==> src/rtl/core/dsp_pkg.sv <==
// ----------------------------------------------------------------------------
// dsp_pkg
// types and constants shared by the dual stepper pulse generator
// ----------------------------------------------------------------------------
package dsp_pkg;

    localparam logic [2:0] CMD_TICK   = 3'd0;
    localparam logic [2:0] CMD_REL    = 3'd1;
    localparam logic [2:0] CMD_VEL    = 3'd2;
    localparam logic [2:0] CMD_ABS    = 3'd3;
    localparam logic [2:0] CMD_STOP   = 3'd4;
    localparam logic [2:0] CMD_ENABLE = 3'd5;

    localparam logic [1:0] MODE_COUNT  = 2'd0;
    localparam logic [1:0] MODE_VEL    = 2'd1;
    localparam logic [1:0] MODE_TARGET = 2'd2;

    localparam logic [2:0] REG_HOLD  = 3'd0;
    localparam logic [2:0] REG_MIN   = 3'd1;
    localparam logic [2:0] REG_MAX   = 3'd2;
    localparam logic [2:0] REG_START = 3'd3;
    localparam logic [2:0] REG_RAMP  = 3'd4;

    localparam logic [14:0] HP_NUMERATOR = 15'd10000;
    localparam logic [7:0]  HP_SAT       = 8'd255;
    localparam logic [3:0]  DIV_LAST     = 4'd14;

    typedef struct packed {
        logic        hold;
        logic [11:0] min_rate;
        logic [11:0] max_rate;
        logic [11:0] start_rate;
        logic [3:0]  ramp_interval;
    } cfg_t;

    localparam cfg_t CFG_RESET = '{
        hold: 1'b1, min_rate: 12'd20, max_rate: 12'd4000,
        start_rate: 12'd300, ramp_interval: 4'd8
    };

    typedef struct packed {
        logic [31:0] position;
        logic        dir_pos;
        logic        moving;
        logic        step_level;
        logic [32:0] toggles_left;
        logic [1:0]  mode;
        logic        vel_pos;
        logic [31:0] goal_position;
        logic [7:0]  cur_hp;
        logic [7:0]  goal_hp;
        logic [7:0]  ticks;
        logic [3:0]  ramp_ticks;
        logic        drv_en;
    } axis_state_t;

    localparam axis_state_t AXIS_RESET = '{
        position: 32'd0, dir_pos: 1'b1, moving: 1'b0, step_level: 1'b0,
        toggles_left: 33'd0, mode: MODE_COUNT, vel_pos: 1'b1,
        goal_position: 32'd0, cur_hp: 8'd1, goal_hp: 8'd1, ticks: 8'd0,
        ramp_ticks: 4'd0, drv_en: 1'b1
    };

    typedef struct packed {
        logic        step;
        logic        dir;
        logic        en;
        logic        busy;
        logic [31:0] position;
    } axis_view_t;

    localparam axis_view_t VIEW_RESET = '{
        step: 1'b0, dir: 1'b1, en: 1'b1, busy: 1'b0, position: 32'd0
    };

endpackage

==> src/rtl/core/dsp_state_ram.sv <==
// ----------------------------------------------------------------------------
// dsp_state_ram
// per-axis state memory, one entry per axis, registered read
// ----------------------------------------------------------------------------
module dsp_state_ram (
    input  logic                 aclk,
    input  logic                 aresetn,
    input  logic                 rd_en,
    input  logic                 rd_addr,
    output dsp_pkg::axis_state_t rd_data,
    input  logic                 wr_en,
    input  logic                 wr_addr,
    input  dsp_pkg::axis_state_t wr_data
);
    import dsp_pkg::*;

    axis_state_t mem [2];
    logic [1:0]  valid_reg;
    axis_state_t rd_data_reg;

    always_ff @(posedge aclk) begin
        if (wr_en) begin
            mem[wr_addr] <= wr_data;
        end
        if (rd_en) begin
            rd_data_reg <= valid_reg[rd_addr] ? mem[rd_addr] : AXIS_RESET;
        end
    end

    // unwritten entries read as the reset state
    always_ff @(posedge aclk) begin
        if (!aresetn) begin
            valid_reg <= 2'b00;
        end else if (wr_en) begin
            valid_reg[wr_addr] <= 1'b1;
        end
    end

    assign rd_data = rd_data_reg;

endmodule

==> src/rtl/core/dsp_half_period.sv <==
// ----------------------------------------------------------------------------
// dsp_half_period
// rate clamp and serial divider for ceil(10000 / (2 * hz)) half periods
// ----------------------------------------------------------------------------
module dsp_half_period (
    input  logic          aclk,
    input  logic          aresetn,
    input  logic          start,
    input  logic [31:0]   hz,
    input  logic          twice,
    input  dsp_pkg::cfg_t cfg,
    output logic          done,
    output logic [7:0]    hp
);
    import dsp_pkg::*;

    logic [31:0] min_w;
    logic [31:0] max_w;
    logic [31:0] c1;
    logic [31:0] c2;
    logic        busy_reg;
    logic        done_reg;
    logic        zero_reg;
    logic [3:0]  cnt_reg;
    logic [14:0] num_reg;
    logic [12:0] den_reg;
    logic [12:0] rem_reg;
    logic [14:0] quo_reg;
    logic [7:0]  hp_reg;
    logic [13:0] shifted;
    logic [12:0] rem_next;
    logic [14:0] quo_next;
    logic [7:0]  hp_next;

    assign min_w = {20'd0, cfg.min_rate};
    assign max_w = {20'd0, cfg.max_rate};

    always_comb begin
        priority if (hz < min_w) begin
            c1 = min_w;
        end else if (hz > max_w) begin
            c1 = max_w;
        end else begin
            c1 = hz;
        end
        c2 = c1;
        if (twice) begin
            priority if (c1 < min_w) begin
                c2 = min_w;
            end else if (c1 > max_w) begin
                c2 = max_w;
            end else begin
                c2 = c1;
            end
        end
    end

    // one restoring step per cycle
    always_comb begin
        shifted = {rem_reg, num_reg[14]};
        if (shifted >= {1'b0, den_reg}) begin
            rem_next = 13'(shifted - {1'b0, den_reg});
            quo_next = {quo_reg[13:0], 1'b1};
        end else begin
            rem_next = shifted[12:0];
            quo_next = {quo_reg[13:0], 1'b0};
        end
        priority if (zero_reg) begin
            hp_next = HP_SAT;
        end else if (quo_next > 15'd255) begin
            hp_next = HP_SAT;
        end else if (quo_next == 15'd0) begin
            hp_next = 8'd1;
        end else begin
            hp_next = quo_next[7:0];
        end
    end

    always_ff @(posedge aclk) begin
        if (!aresetn) begin
            busy_reg <= 1'b0;
            done_reg <= 1'b0;
        end else begin
            done_reg <= 1'b0;
            if (busy_reg) begin
                rem_reg <= rem_next;
                quo_reg <= quo_next;
                num_reg <= {num_reg[13:0], 1'b0};
                cnt_reg <= cnt_reg - 4'd1;
                if (cnt_reg == 4'd0) begin
                    busy_reg <= 1'b0;
                    done_reg <= 1'b1;
                    hp_reg   <= hp_next;
                end
            end else if (start) begin
                busy_reg <= 1'b1;
                cnt_reg  <= DIV_LAST;
                rem_reg  <= 13'd0;
                quo_reg  <= 15'd0;
                zero_reg <= (c2 == 32'd0);
                den_reg  <= {c2[11:0], 1'b0};
                num_reg  <= 15'(HP_NUMERATOR + {2'b00, c2[11:0], 1'b0} - 15'd1);
            end
        end
    end

    assign done = done_reg;
    assign hp   = hp_reg;

endmodule

==> src/rtl/core/dsp_axis_update.sv <==
// ----------------------------------------------------------------------------
// dsp_axis_update
// next state of one axis for a command or a tick
// ----------------------------------------------------------------------------
module dsp_axis_update (
    input  logic [2:0]           cmd,
    input  logic [31:0]          amount,
    input  dsp_pkg::cfg_t        cfg,
    input  logic [7:0]           hp_goal,
    input  logic [7:0]           hp_start,
    input  dsp_pkg::axis_state_t cur,
    output dsp_pkg::axis_state_t nxt,
    output logic                 acc
);
    import dsp_pkg::*;

    logic [31:0] mag;
    logic        vel_start;
    logic        abs_start;
    logic        abs_pos;
    axis_state_t upd;

    function automatic axis_state_t f_stop(input axis_state_t x, input logic hold);
        axis_state_t y;
        y              = x;
        y.toggles_left = 33'd0;
        y.step_level   = 1'b0;
        y.mode         = MODE_COUNT;
        y.moving       = 1'b0;
        y.ramp_ticks   = 4'd0;
        if (!hold) begin
            y.drv_en = 1'b0;
        end
        return y;
    endfunction

    function automatic axis_state_t f_rise(input axis_state_t x);
        axis_state_t y;
        y            = x;
        y.step_level = 1'b1;
        y.position   = x.dir_pos ? x.position + 32'd1 : x.position - 32'd1;
        return y;
    endfunction

    function automatic axis_state_t f_step(input axis_state_t x, input logic hold);
        axis_state_t y;
        logic [31:0] err;
        y   = x;
        err = x.goal_position - x.position;
        unique case (x.mode)
            MODE_TARGET: begin
                if (err == 32'd0) begin
                    y = f_stop(x, hold);
                end else if (x.step_level) begin
                    y.step_level = 1'b0;
                end else begin
                    y.dir_pos = !err[31];
                    y = f_rise(y);
                end
            end
            MODE_VEL: begin
                if (x.step_level) begin
                    y.step_level = 1'b0;
                end else begin
                    y.dir_pos = x.vel_pos;
                    y = f_rise(y);
                end
            end
            default: begin
                if (x.toggles_left == 33'd0) begin
                    y = f_stop(x, hold);
                end else begin
                    if (x.step_level) begin
                        y.step_level = 1'b0;
                    end else begin
                        y = f_rise(y);
                    end
                    y.toggles_left = y.toggles_left - 33'd1;
                    if (y.toggles_left == 33'd0) begin
                        y = f_stop(y, hold);
                    end
                end
            end
        endcase
        return y;
    endfunction

    function automatic axis_state_t f_tick(input axis_state_t x, input cfg_t c);
        axis_state_t y;
        y = x;
        if (x.moving) begin
            if (x.cur_hp == x.goal_hp) begin
                y.ramp_ticks = 4'd0;
            end else begin
                y.ramp_ticks = x.ramp_ticks + 4'd1;
                if (y.ramp_ticks >= c.ramp_interval) begin
                    y.ramp_ticks = 4'd0;
                    if (x.cur_hp > x.goal_hp) begin
                        y.cur_hp = x.cur_hp - 8'd1;
                    end else begin
                        y.cur_hp = x.cur_hp + 8'd1;
                    end
                end
            end
            y.ticks = x.ticks + 8'd1;
            if (y.ticks >= y.cur_hp) begin
                y.ticks = 8'd0;
                y = f_step(y, c.hold);
            end
        end
        return y;
    endfunction

    function automatic axis_state_t f_cont(input axis_state_t x, input logic starting,
                                           input logic want, input logic [7:0] s_hp);
        axis_state_t y;
        logic [7:0]  first_hp;
        logic        change;
        y        = x;
        first_hp = (x.goal_hp > s_hp) ? x.goal_hp : s_hp;
        change   = x.moving && (x.dir_pos != want);
        if (starting) begin
            y.toggles_left = 33'd0;
            y.cur_hp       = first_hp;
            y.ticks        = 8'd0;
            y.ramp_ticks   = 4'd0;
            y.step_level   = 1'b0;
        end else if (change) begin
            y.cur_hp     = first_hp;
            y.ramp_ticks = 4'd0;
        end
        if (!y.step_level) begin
            y.dir_pos = want;
        end
        y.moving = 1'b1;
        return y;
    endfunction

    assign mag       = amount[31] ? 32'd0 - amount : amount;
    assign vel_start = !cur.moving || (cur.mode != MODE_VEL);
    assign abs_start = !cur.moving || (cur.mode != MODE_TARGET);
    assign abs_pos   = $signed(amount) > $signed(cur.position);

    always_comb begin
        upd = cur;
        acc = 1'b1;
        unique case (cmd)
            CMD_TICK: begin
                upd = f_tick(cur, cfg);
            end
            CMD_REL: begin
                if (cur.moving) begin
                    acc = 1'b0;
                end else if (amount != 32'd0) begin
                    upd.dir_pos      = !amount[31];
                    upd.drv_en       = 1'b1;
                    upd.mode         = MODE_COUNT;
                    upd.toggles_left = {mag, 1'b0};
                    upd.step_level   = 1'b0;
                    upd.goal_hp      = hp_goal;
                    upd.cur_hp       = (hp_goal > hp_start) ? hp_goal : hp_start;
                    upd.ticks        = 8'd0;
                    upd.ramp_ticks   = 4'd0;
                    upd.moving       = 1'b1;
                end
            end
            CMD_VEL: begin
                if (amount == 32'd0) begin
                    upd = f_stop(cur, cfg.hold);
                end else begin
                    upd.drv_en  = 1'b1;
                    upd.mode    = MODE_VEL;
                    upd.vel_pos = !amount[31];
                    upd.goal_hp = hp_goal;
                    upd = f_cont(upd, vel_start, !amount[31], hp_start);
                end
            end
            CMD_ABS: begin
                upd.goal_position = amount;
                upd.goal_hp       = hp_goal;
                upd.mode          = MODE_TARGET;
                upd.drv_en        = 1'b1;
                if (amount == cur.position) begin
                    upd = f_stop(upd, cfg.hold);
                end else begin
                    upd = f_cont(upd, abs_start, abs_pos, hp_start);
                end
            end
            CMD_STOP: begin
                upd = f_stop(cur, cfg.hold);
            end
            CMD_ENABLE: begin
                upd.drv_en = (amount != 32'd0);
            end
            default: begin
                acc = 1'b0;
            end
        endcase
    end

    assign nxt = upd;

endmodule

==> src/rtl/core/dual_stepper_pulse_generator.sv <==
// a tick passes both axes through the state memory, axis a and then axis b
// a move command runs two serial half period divisions, goal rate first, then start rate
// throughput: one command at a time, the next is taken once the result sits in the output stage
// unknown codes, stop and enable skip the divider; a result waiting on m_ready adds its stall
// reset: synchronous active low, restores the default limits and the idle state of both axes
// ----------------------------------------------------------------------------
// dual_stepper_pulse_generator
// step, direction and enable generation for two stepper axes with a linear ramp
// ----------------------------------------------------------------------------
module dual_stepper_pulse_generator (
    input  logic               aclk,
    input  logic               aresetn,
    input  logic               s_valid,
    output logic               s_ready,
    input  logic [2:0]         s_command,
    input  logic               s_axis,
    input  logic signed [31:0] s_amount,
    input  logic [31:0]        s_rate,
    output logic               m_valid,
    input  logic               m_ready,
    output logic               m_accepted,
    output logic               m_step_a,
    output logic               m_dir_a,
    output logic               m_enable_a,
    output logic               m_busy_a,
    output logic signed [31:0] m_position_a,
    output logic               m_step_b,
    output logic               m_dir_b,
    output logic               m_enable_b,
    output logic               m_busy_b,
    output logic signed [31:0] m_position_b,
    input  logic               cfg_valid,
    output logic               cfg_ready,
    input  logic [2:0]         cfg_index,
    input  logic [11:0]        cfg_data
);
    import dsp_pkg::*;

    typedef enum logic [2:0] {
        ST_IDLE,
        ST_READ,
        ST_DISPATCH,
        ST_DIV_GOAL,
        ST_DIV_START,
        ST_EXEC,
        ST_RESULT
    } state_t;

    state_t      state_reg;
    cfg_t        cfg_reg;
    logic [2:0]  cmd_reg;
    logic        axis_sel_reg;
    logic [31:0] amount_reg;
    logic [31:0] rate_reg;
    logic [7:0]  hp_goal_reg;
    logic [7:0]  hp_start_reg;
    logic        acc_reg;
    logic        m_valid_reg;
    logic        out_acc_reg;
    axis_view_t  mirror_reg [2];
    axis_view_t  out_reg [2];

    axis_state_t rd_data;
    axis_state_t upd_state;
    logic        upd_acc;
    logic        is_move;
    logic        div_start;
    logic        div_twice;
    logic [31:0] div_hz;
    logic [31:0] amount_mag;
    logic        div_done;
    logic [7:0]  div_hp;

    assign is_move    = (cmd_reg == CMD_REL) || (cmd_reg == CMD_VEL) || (cmd_reg == CMD_ABS);
    assign amount_mag = amount_reg[31] ? 32'd0 - amount_reg : amount_reg;
    assign div_start  = ((state_reg == ST_DISPATCH) && is_move)
                        || ((state_reg == ST_DIV_GOAL) && div_done);
    assign div_twice  = (state_reg == ST_DISPATCH) && (cmd_reg == CMD_VEL);

    always_comb begin
        if (state_reg == ST_DISPATCH) begin
            div_hz = (cmd_reg == CMD_VEL) ? amount_mag : rate_reg;
        end else begin
            div_hz = {20'd0, cfg_reg.start_rate};
        end
    end

    dsp_state_ram u_ram (
        .aclk    (aclk),
        .aresetn (aresetn),
        .rd_en   (state_reg == ST_READ),
        .rd_addr (axis_sel_reg),
        .rd_data (rd_data),
        .wr_en   (state_reg == ST_EXEC),
        .wr_addr (axis_sel_reg),
        .wr_data (upd_state)
    );

    dsp_half_period u_div (
        .aclk    (aclk),
        .aresetn (aresetn),
        .start   (div_start),
        .hz      (div_hz),
        .twice   (div_twice),
        .cfg     (cfg_reg),
        .done    (div_done),
        .hp      (div_hp)
    );

    dsp_axis_update u_upd (
        .cmd      (cmd_reg),
        .amount   (amount_reg),
        .cfg      (cfg_reg),
        .hp_goal  (hp_goal_reg),
        .hp_start (hp_start_reg),
        .cur      (rd_data),
        .nxt      (upd_state),
        .acc      (upd_acc)
    );

    always_ff @(posedge aclk) begin
        if (!aresetn) begin
            cfg_reg <= CFG_RESET;
        end else if (cfg_valid) begin
            unique case (cfg_index)
                REG_HOLD:  cfg_reg.hold          <= cfg_data[0];
                REG_MIN:   cfg_reg.min_rate      <= cfg_data;
                REG_MAX:   cfg_reg.max_rate      <= cfg_data;
                REG_START: cfg_reg.start_rate    <= cfg_data;
                REG_RAMP:  cfg_reg.ramp_interval <= cfg_data[3:0];
                default: begin
                end
            endcase
        end
    end

    always_ff @(posedge aclk) begin
        if (!aresetn) begin
            state_reg     <= ST_IDLE;
            m_valid_reg   <= 1'b0;
            mirror_reg[0] <= VIEW_RESET;
            mirror_reg[1] <= VIEW_RESET;
        end else begin
            if (m_valid_reg && m_ready && (state_reg != ST_RESULT)) begin
                m_valid_reg <= 1'b0;
            end
            unique case (state_reg)
                ST_IDLE: begin
                    if (s_valid) begin
                        cmd_reg      <= s_command;
                        axis_sel_reg <= (s_command == CMD_TICK) ? 1'b0 : s_axis;
                        amount_reg   <= s_amount;
                        rate_reg     <= s_rate;
                        state_reg    <= ST_READ;
                    end
                end
                ST_READ: begin
                    state_reg <= ST_DISPATCH;
                end
                ST_DISPATCH: begin
                    state_reg <= is_move ? ST_DIV_GOAL : ST_EXEC;
                end
                ST_DIV_GOAL: begin
                    if (div_done) begin
                        hp_goal_reg <= div_hp;
                        state_reg   <= ST_DIV_START;
                    end
                end
                ST_DIV_START: begin
                    if (div_done) begin
                        hp_start_reg <= div_hp;
                        state_reg    <= ST_EXEC;
                    end
                end
                ST_EXEC: begin
                    mirror_reg[axis_sel_reg] <= '{
                        step: upd_state.step_level, dir: upd_state.dir_pos,
                        en: upd_state.drv_en, busy: upd_state.moving,
                        position: upd_state.position
                    };
                    acc_reg <= upd_acc;
                    // a tick visits axis b after axis a
                    if ((cmd_reg == CMD_TICK) && !axis_sel_reg) begin
                        axis_sel_reg <= 1'b1;
                        state_reg    <= ST_READ;
                    end else begin
                        state_reg <= ST_RESULT;
                    end
                end
                ST_RESULT: begin
                    if (!m_valid_reg || m_ready) begin
                        m_valid_reg <= 1'b1;
                        out_acc_reg <= acc_reg;
                        out_reg[0]  <= mirror_reg[0];
                        out_reg[1]  <= mirror_reg[1];
                        state_reg   <= ST_IDLE;
                    end
                end
                default: begin
                    state_reg <= ST_IDLE;
                end
            endcase
        end
    end

    assign s_ready      = (state_reg == ST_IDLE);
    assign cfg_ready    = 1'b1;
    assign m_valid      = m_valid_reg;
    assign m_accepted   = out_acc_reg;
    assign m_step_a     = out_reg[0].step;
    assign m_dir_a      = out_reg[0].dir;
    assign m_enable_a   = out_reg[0].en;
    assign m_busy_a     = out_reg[0].busy;
    assign m_position_a = out_reg[0].position;
    assign m_step_b     = out_reg[1].step;
    assign m_dir_b      = out_reg[1].dir;
    assign m_enable_b   = out_reg[1].en;
    assign m_busy_b     = out_reg[1].busy;
    assign m_position_b = out_reg[1].position;

endmodule

==> config.mk <==
export PLATFORM = sky130hd
export DESIGN_NAME = dual_stepper_pulse_generator
export DESIGN_NICKNAME = d
export VERILOG_FILES = /design/src/rtl/core/dsp_pkg.sv /design/src/rtl/core/dsp_state_ram.sv /design/src/rtl/core/dsp_half_period.sv /design/src/rtl/core/dsp_axis_update.sv /design/src/rtl/core/dual_stepper_pulse_generator.sv
export SDC_FILE = /design/constraint.sdc
export NUM_CORES = 2
export LEC_CHECK = 0
export BUFFER_PORTS_ARGS = -buffer_cell sky130_fd_sc_hd__clkbuf_2
export CORE_MARGIN = 1
export CORE_UTILIZATION = 30
export DETAILED_ROUTE_END_ITERATION = 12
export GPL_TIMING_DRIVEN = 0
export PLACE_DENSITY = 0.52
export SETUP_SLACK_MARGIN = 0.4
export SYNTH_ARGS = -nofsm -noshare
export SYNTH_HDL_FRONTEND = slang
export SYNTH_SLANG_ARGS = --single-unit
==> constraint.sdc <==
create_clock -name aclk -period 7.4 [get_ports aclk]
set_clock_uncertainty 0.05 [all_clocks]
set_input_delay 0.74 -clock aclk [delete_from_list [all_inputs] [get_ports aclk]]
set_output_delay 0.74 -clock aclk [all_outputs]
set_load 0.01 [all_outputs]
---- Word-level counts from Yosys, hierarchy flattened ----
Memory sizes are Yosys's and may differ from the RTL's. A register that Yosys moved wholly into a read port is not among the register bits.
Cells that the tools add are included.
word-level totals
  output and inout bits ................... 76
  bits of input ports ..................... 88
  memory bits (writable) .................. 408
  flip-flop bits (word level) ............. 202
  word-level logic and storage cells ...... 256
  memories kept ........................... 3
cells by class
  magnitude comparators ................... 13
  equal/unequal tests ..................... 29
  bitwise operators ....................... 2
  add/subtract/negate cells ............... 13
  reductions and logical operators ........ 56
  mux-type cells .......................... 113
memories
  name        depth  width  read ports  clocked after memory_dff  wr ports  line                                text
  u_ram.mem   2      132    1           1                         1         dsp_state_ram.sv:17                 axis_state_t mem [2];
  mirror_reg  2      36     2           0                         2         dual_stepper_pulse_generator.sv:60  axis_view_t mirror_reg [2];
  out_reg     2      36     2           0                         2         dual_stepper_pulse_generator.sv:61  axis_view_t out_reg [2];
operators with widths
  operator                                            number
  two-way mux 132 bit                                 4
  two-way mux 97 bit                                  5
  two-way mux 32 bit                                  11
  two-way mux 34 bit                                  9
  one-hot mux 132 bit (2 select lines)                1
  two-way mux 100 bit                                 2
  one-hot mux 38 bit (5 select lines)                 1
  one-hot mux 28 bit (5 select lines)                 1
  two-way mux 8 bit                                   13
  two-way mux 99 bit                                  1
  one-hot mux 33 bit (3 select lines)                 1
  logical NOT 32 bit                                  3
  one-hot mux 32 bit (3 select lines)                 1
  two-way mux 38 bit                                  2
  logical NOT 33 bit                                  2
  greater-than comparator 32 x 12 -> 1 bit            2
  < comparator 32 x 12 -> 1 bit                       2
  two-way mux 29 bit                                  2
  two-way mux 13 bit                                  3
  two-way mux 36 bit                                  1
  OR reduction 36 bit                                 1
  subtractor 33 x 1 -> 33 bit, second input constant  1
  adder 32 x 1 -> 32 bit, second input constant       1
  equality test 32 bit                                1
  other kinds (53)                                    155

---- Logic depth before layout (Yosys ltp) ----
  depth after elaboration ................. 20
  mapped depth ............................ 37
  gate-level depth less buffers ........... 35

---- Modules after synthesis ----
From an unflattened synthesis, not the netlist that was laid out.
second synthesis, totals
  cell total of the unflattened synthesis .. 3818
  area, all modules ....................... 41272.1 um^2
by module, submodules not included
  module                        seq. area each (um^2)  cells each  instances  area an instance (um^2)
  dsp_state_ram                 11931.4                568         1          13325.3
  dsp_axis_update               0.0                    1964        1          12200.5
  dual_stepper_pulse_generator  7807.5                 749         1          10502.6
  dsp_half_period               2052.0                 537         1          5243.8

---- Least setup slack after synthesis ----
OpenSTA, ideal clock, no wires.
  kind .................................... reg2reg
  start point ............................. register amount_reg[2]
  end point ............................... register u_div.num_reg[5], data pin
  required time ........................... 7.090 ns
  data arrival time ....................... 7.163 ns
  setup slack ............................. -0.073 ns
  stages on the path, launching flop included .. 35
  clock period less this slack ............ 7.473 ns
  buffers on the path ..................... 2
  library setup time ...................... 0.260 ns
  cells stage by stage .................... edfxtp_1 > nor4_2 > nand2_1 > buf_2 > o31ai_1 > xor2_1 > nor2_1 > a21oi_1 > o21ai_0 > ha_1 > nand4_1 > or2_2 > nor2_1 > a211oi_1 > o311ai_0 > nor3_2 > clkbuf_1 > mux2i_1 > inv_1 > ha_1 > a21o_1 > a21o_1 > a21oi_1 > nand2_1 > a2111oi_0 > nand2_1 > o41ai_4 > nor3_4 > a222oi_1 > inv_1 > ha_1 > and2_1 > nor2_1 > xor2_1 > mux2_2
between the ends
  word-level cells in the longest chain between the ends .. 15
  elaborated cells between the ends (all ways) .. 17
  those cells by class .................... 3 x add/sub; 4 x order compare; 10 x mux
ends and longest elaborated chain
  item                                      line                                 text
  start: declaration                        dual_stepper_pulse_generator.sv:53   logic [31:0] amount_reg;
  start signal: assignment                  dual_stepper_pulse_generator.sv:152  amount_reg <= s_amount;
  subtractor 1 x 32 -> 32 bit               dual_stepper_pulse_generator.sv:75   assign amount_mag = amount_reg[31] ? 32'd0 - amount_reg : amount_reg;
  two-way mux 32 bit (*)                    dual_stepper_pulse_generator.sv:75
  two-way mux 32 bit (*)                    dual_stepper_pulse_generator.sv:82   div_hz = (cmd_reg == CMD_VEL) ? amount_mag : rate_reg;
  two-way mux 32 bit (*)                    dual_stepper_pulse_generator.sv:81   if (state_reg == ST_DISPATCH) begin
  greater-than comparator 32 x 12 -> 1 bit  dsp_half_period.sv:41                end else if (hz > max_w) begin
  two-way mux 32 bit                        dsp_half_period.sv:41
  two-way mux 32 bit (*)                    dsp_half_period.sv:39                priority if (hz < min_w) begin
  greater-than comparator 32 x 12 -> 1 bit  dsp_half_period.sv:50                end else if (c1 > max_w) begin
  two-way mux 32 bit                        dsp_half_period.sv:50
  two-way mux 32 bit                        dsp_half_period.sv:48                priority if (c1 < min_w) begin
  two-way mux 32 bit (*)                    dsp_half_period.sv:47                if (twice) begin
  via u_div.c2[1]                           dsp_half_period.sv:20                logic [31:0] c2;
  adder 14 x 13 -> 15 bit (*)               dsp_half_period.sv:102               num_reg <= 15'(HP_NUMERATOR + {2'b00, c2[11:0], 1'b0} - 15'd1);
  subtractor 15 x 1 -> 15 bit (*)           dsp_half_period.sv:102
  two-way mux 15 bit (*)                    dsp_half_period.sv:95                end else if (start) begin
  two-way mux 15 bit (*)                    dsp_half_period.sv:85                if (busy_reg) begin
  end signal: assignment                    dsp_half_period.sv:88                num_reg <= {num_reg[13:0], 1'b0};
  end signal: assignment                    dsp_half_period.sv:102
  end: declaration                          dsp_half_period.sv:25                logic [14:0] num_reg;
The timed path passes the listed nets; every way through them passes the cells marked *. The select of a mux whose other input is x is not followed.
A chain may end at the register's enable or synchronous reset.

---- Worst setup path after layout ----
Ends and elaborated chain as after synthesis.

==> results.tsv <==
stage	metric	value	unit
status	status	complete, no violations	
timing	finalHoldViolations	0	
synthesis	synth_edf_count	693	
timing	fmax	135	MHz
route	num_vias	33400	
synthesis	synth_nets	4188	
route	drc_errors	0	
global_routing	grt-ovfl-total	0	
floorplanning	start_util	30.2	%
power_and_ir_drop	vdd_drop_max	152	uV
layout	final_area	49300	um2
critical_path	cp_top_family	compound AO/OA/AOI/OAI gates	
route	wl	144000	um
floorplanning	fp.dieH	372	um
synthesis	synth_cells	3930	
route	wl_per_cell	23.4	um
synthesis	ys_ff_latch	742	
global_routing	grt_max_degree	60	
clock_tree	clock_latency	0.70	ns
synthesis	synthArstFlopShare	0	%
floorplanning	core-area	136000	um2
placed_design	gp_congestion	0.966	
timing	rsz0062_at_grt	yes	
layout	largest_register_ffs	264	
layout	finalNetCount	4584	
clock_tree	cts_inserted_buffers	84	
timing	period_needed	7.39	ns
floorplanning	num_rows	135	
clock_tree	cts_max_level	3	
clock_tree	cts_tree	done	
clock_tree	cts_hold_buf	0	
critical_path	crit_type	register to register	
route	firstDrtPassIters	8	
power_and_ir_drop	cellPowerDensity	248	nW/um2
clock_tree	path_clk_slew	0.06	ns
global_routing	antenna_found_initial	2	
route	antenna_left	0	
layout	drive_above_1_share	15.3	%
critical_path	cpPeakStageDelay	0.37	ns
timing	tns	0	ns
timing	slew_violations	0	
placed_design	pre_cts_slack	-1.87	ns
critical_path	cp_max_fo	4	
placed_design	port_buffers	162	
global_routing	grtUsageTotal	20.4	%
synthesis	seq_area_frac_synth	53.1	%
floorplanning	die-area	138000	um2
layout	syn2layout_area_growth	20.2	%
placed_design	placed_area	44700	um2
timing	setup_slack	0.00588	ns
clock_tree	clockBufferDepth	3	
synthesis	yosys_warnings	0	
route	drt_iter0_drc	3783	
global_routing	grt_pass1_vias	31400	
clock_tree	clock-sinks	742	
clock_tree	root_buffer	clkbuf_16	
global_routing	grt_first_pass_wirelength	209000	um
timing	worst_pin_slew	1.35	ns
floorplanning	die_w	372	um
route	viasPerCell	5.41	
floorplanning	io_pins	164	
synthesis	synthFlopType	edfxtp_1	
timing	fin_crit_sh	99.9	%
hold_path	hp-class	primary input to register	
power_and_ir_drop	totalPowerFinal	12.2	mW
synthesis	syn_avg_cell_area	10.4	um2
layout	final_cell_mix	edfxtp_1, nor2_1, nand2_1	
power_and_ir_drop	leakage	18.0	nW
critical_path	setup.worst_path.end_class	register	
critical_path	crit_buf_inv	11	
critical_path	cp_common_cell	buf_4	
critical_path	cpMaxStageDelayCell	edfxtp_1	
critical_path	crit_arrival	7.80	ns
synthesis	ys_types	101	
timing	whs	0.164	ns
critical_path	start_kind	register	
timing	slew-limit-headroom	9.29	%
critical_path	crit_required	7.80	ns
run	maxCapViolCount	0	
placed_design	place_hpwl	105000	um
timing	setup_viol	0	
layout	final_common_cell	edfxtp_1	
synthesis	synth_area	41000	um2
cells in the mapped netlist, types with 32 or more instances:
master | instances | share of area, %
nand2b_1 | 32 | 0.49
edfxtp_1 | 693 | 51
clkbuf_1 | 197 | 1.8
and2_1 | 39 | 0.59
a21o_1 | 62 | 1.1
nor2_1 | 437 | 4.0
nor4_1 | 36 | 0.55
o21ai_0 | 197 | 2.4
nand3_1 | 90 | 1.1
xnor2_1 | 93 | 2.0
ha_1 | 168 | 5.1
a21boi_0 | 33 | 0.60
or3_1 | 34 | 0.52
o211ai_1 | 35 | 0.64
nand2_1 | 395 | 3.6
mux2i_1 | 183 | 4.5
o21a_1 | 34 | 0.62
nor3_1 | 91 | 1.1
inv_1 | 189 | 1.7
nand4_1 | 40 | 0.61
dfxtp_1 | 49 | 2.4
nor2b_1 | 45 | 0.69
a21oi_1 | 239 | 2.9
layer usage:
metal	part of all wire (%)	global-route usage [%]	routed length, um
met2	43	30.3	62300
met1	46	29.5	66100
met4	3.0	6.39	4340
met3	8.0	3.93	11500
met5	0	0	0
repair_timing:
| item | 4_1_cts | 5_1_grt |
|---|---|---|
| buffers inserted | 90 | 32 |
| endpoints found under the setup margin | 215 | 240 |
| resized for setup | 150 | 86 |
| pin swaps | 60 | 38 |
| cloned | 0 | 0 |
worst register-to-register path: cells and delay by family (launching register included):
family	cells	cell delay [ns]
AND/OR/NAND/NOR	9	1.22
XOR/XNOR	2	0.15
flip-flops	1	0.37
adder cells (fa/ha/maj)	3	0.62
AO/OA/AOI/OAI	13	2.39
buffers and inverters	11	1.61
multiplexers	3	0.76
layout make-up:
| class | instances | area, um2 |
|---|---|---|
| buffer | 223 | 986 |
| antenna | 1 | 2.50 |
| inverter | 193 | 731 |
| sequential | 742 | 21800 |
| fill | 13500 | 86300 |
| multi-input combinational | 2772 | 18600 |
| tap | 1781 | 2230 |
| timing repair buffer | 310 | 2280 |
| clock buffer | 118 | 2340 |
| clock inverter | 38 | 380 |
logic make-up (layout without fill, tap and decap cells):
kind of cell,Yosys count,count (layout),synth area share [%]
AO/OA/AOI/OAI,895,895,14.3
multiplexers,203,203,5.01
other,1,2,0.00914
AND/OR/NAND/NOR,1380,1380,15.9
XOR/XNOR,123,123,2.63
adder cells (fa/ha/maj),170,170,5.22
buffers and inverters,416,882,3.85
flip-flops,742,742,53.1
where the power goes:
part / total [mW] / internal, mW / switching, mW
sequential: 4.98 / 4.84 / 0.135
clock: 4.16 / 2.43 / 1.73
combinational: 3.10 / 1.18 / 1.91
path summary, 6_finish.rpt:
| check | start | endpoint | slack (ns) | cells after the start |
|---|---|---|---|---|
| max | amount_reg[2] | u_div.num_reg[5] | 0.006 | 41 |
| min | s_rate[14] | rate_reg[14] | 0.16 | 1 |
| max reg2reg | amount_reg[2] | u_div.num_reg[5] | 0.006 | 41 |
| min reg2reg | mirror_reg[1][31] | out_reg[0][67] | 0.37 | 0 |
stage by stage:
| stage | std cells | util [%] |
|---|---|---|
| after floorplan | 3930 | - |
| after global placement | 5873 | 32.6 |
| after detailed placement | 5899 | 33.0 |
| after CTS | 6145 | 35.9 |
| after global routing | 6177 | 36.4 |
| final | 6178 | 36.4 |
Note: power is estimated with default switching activity, not from simulation.
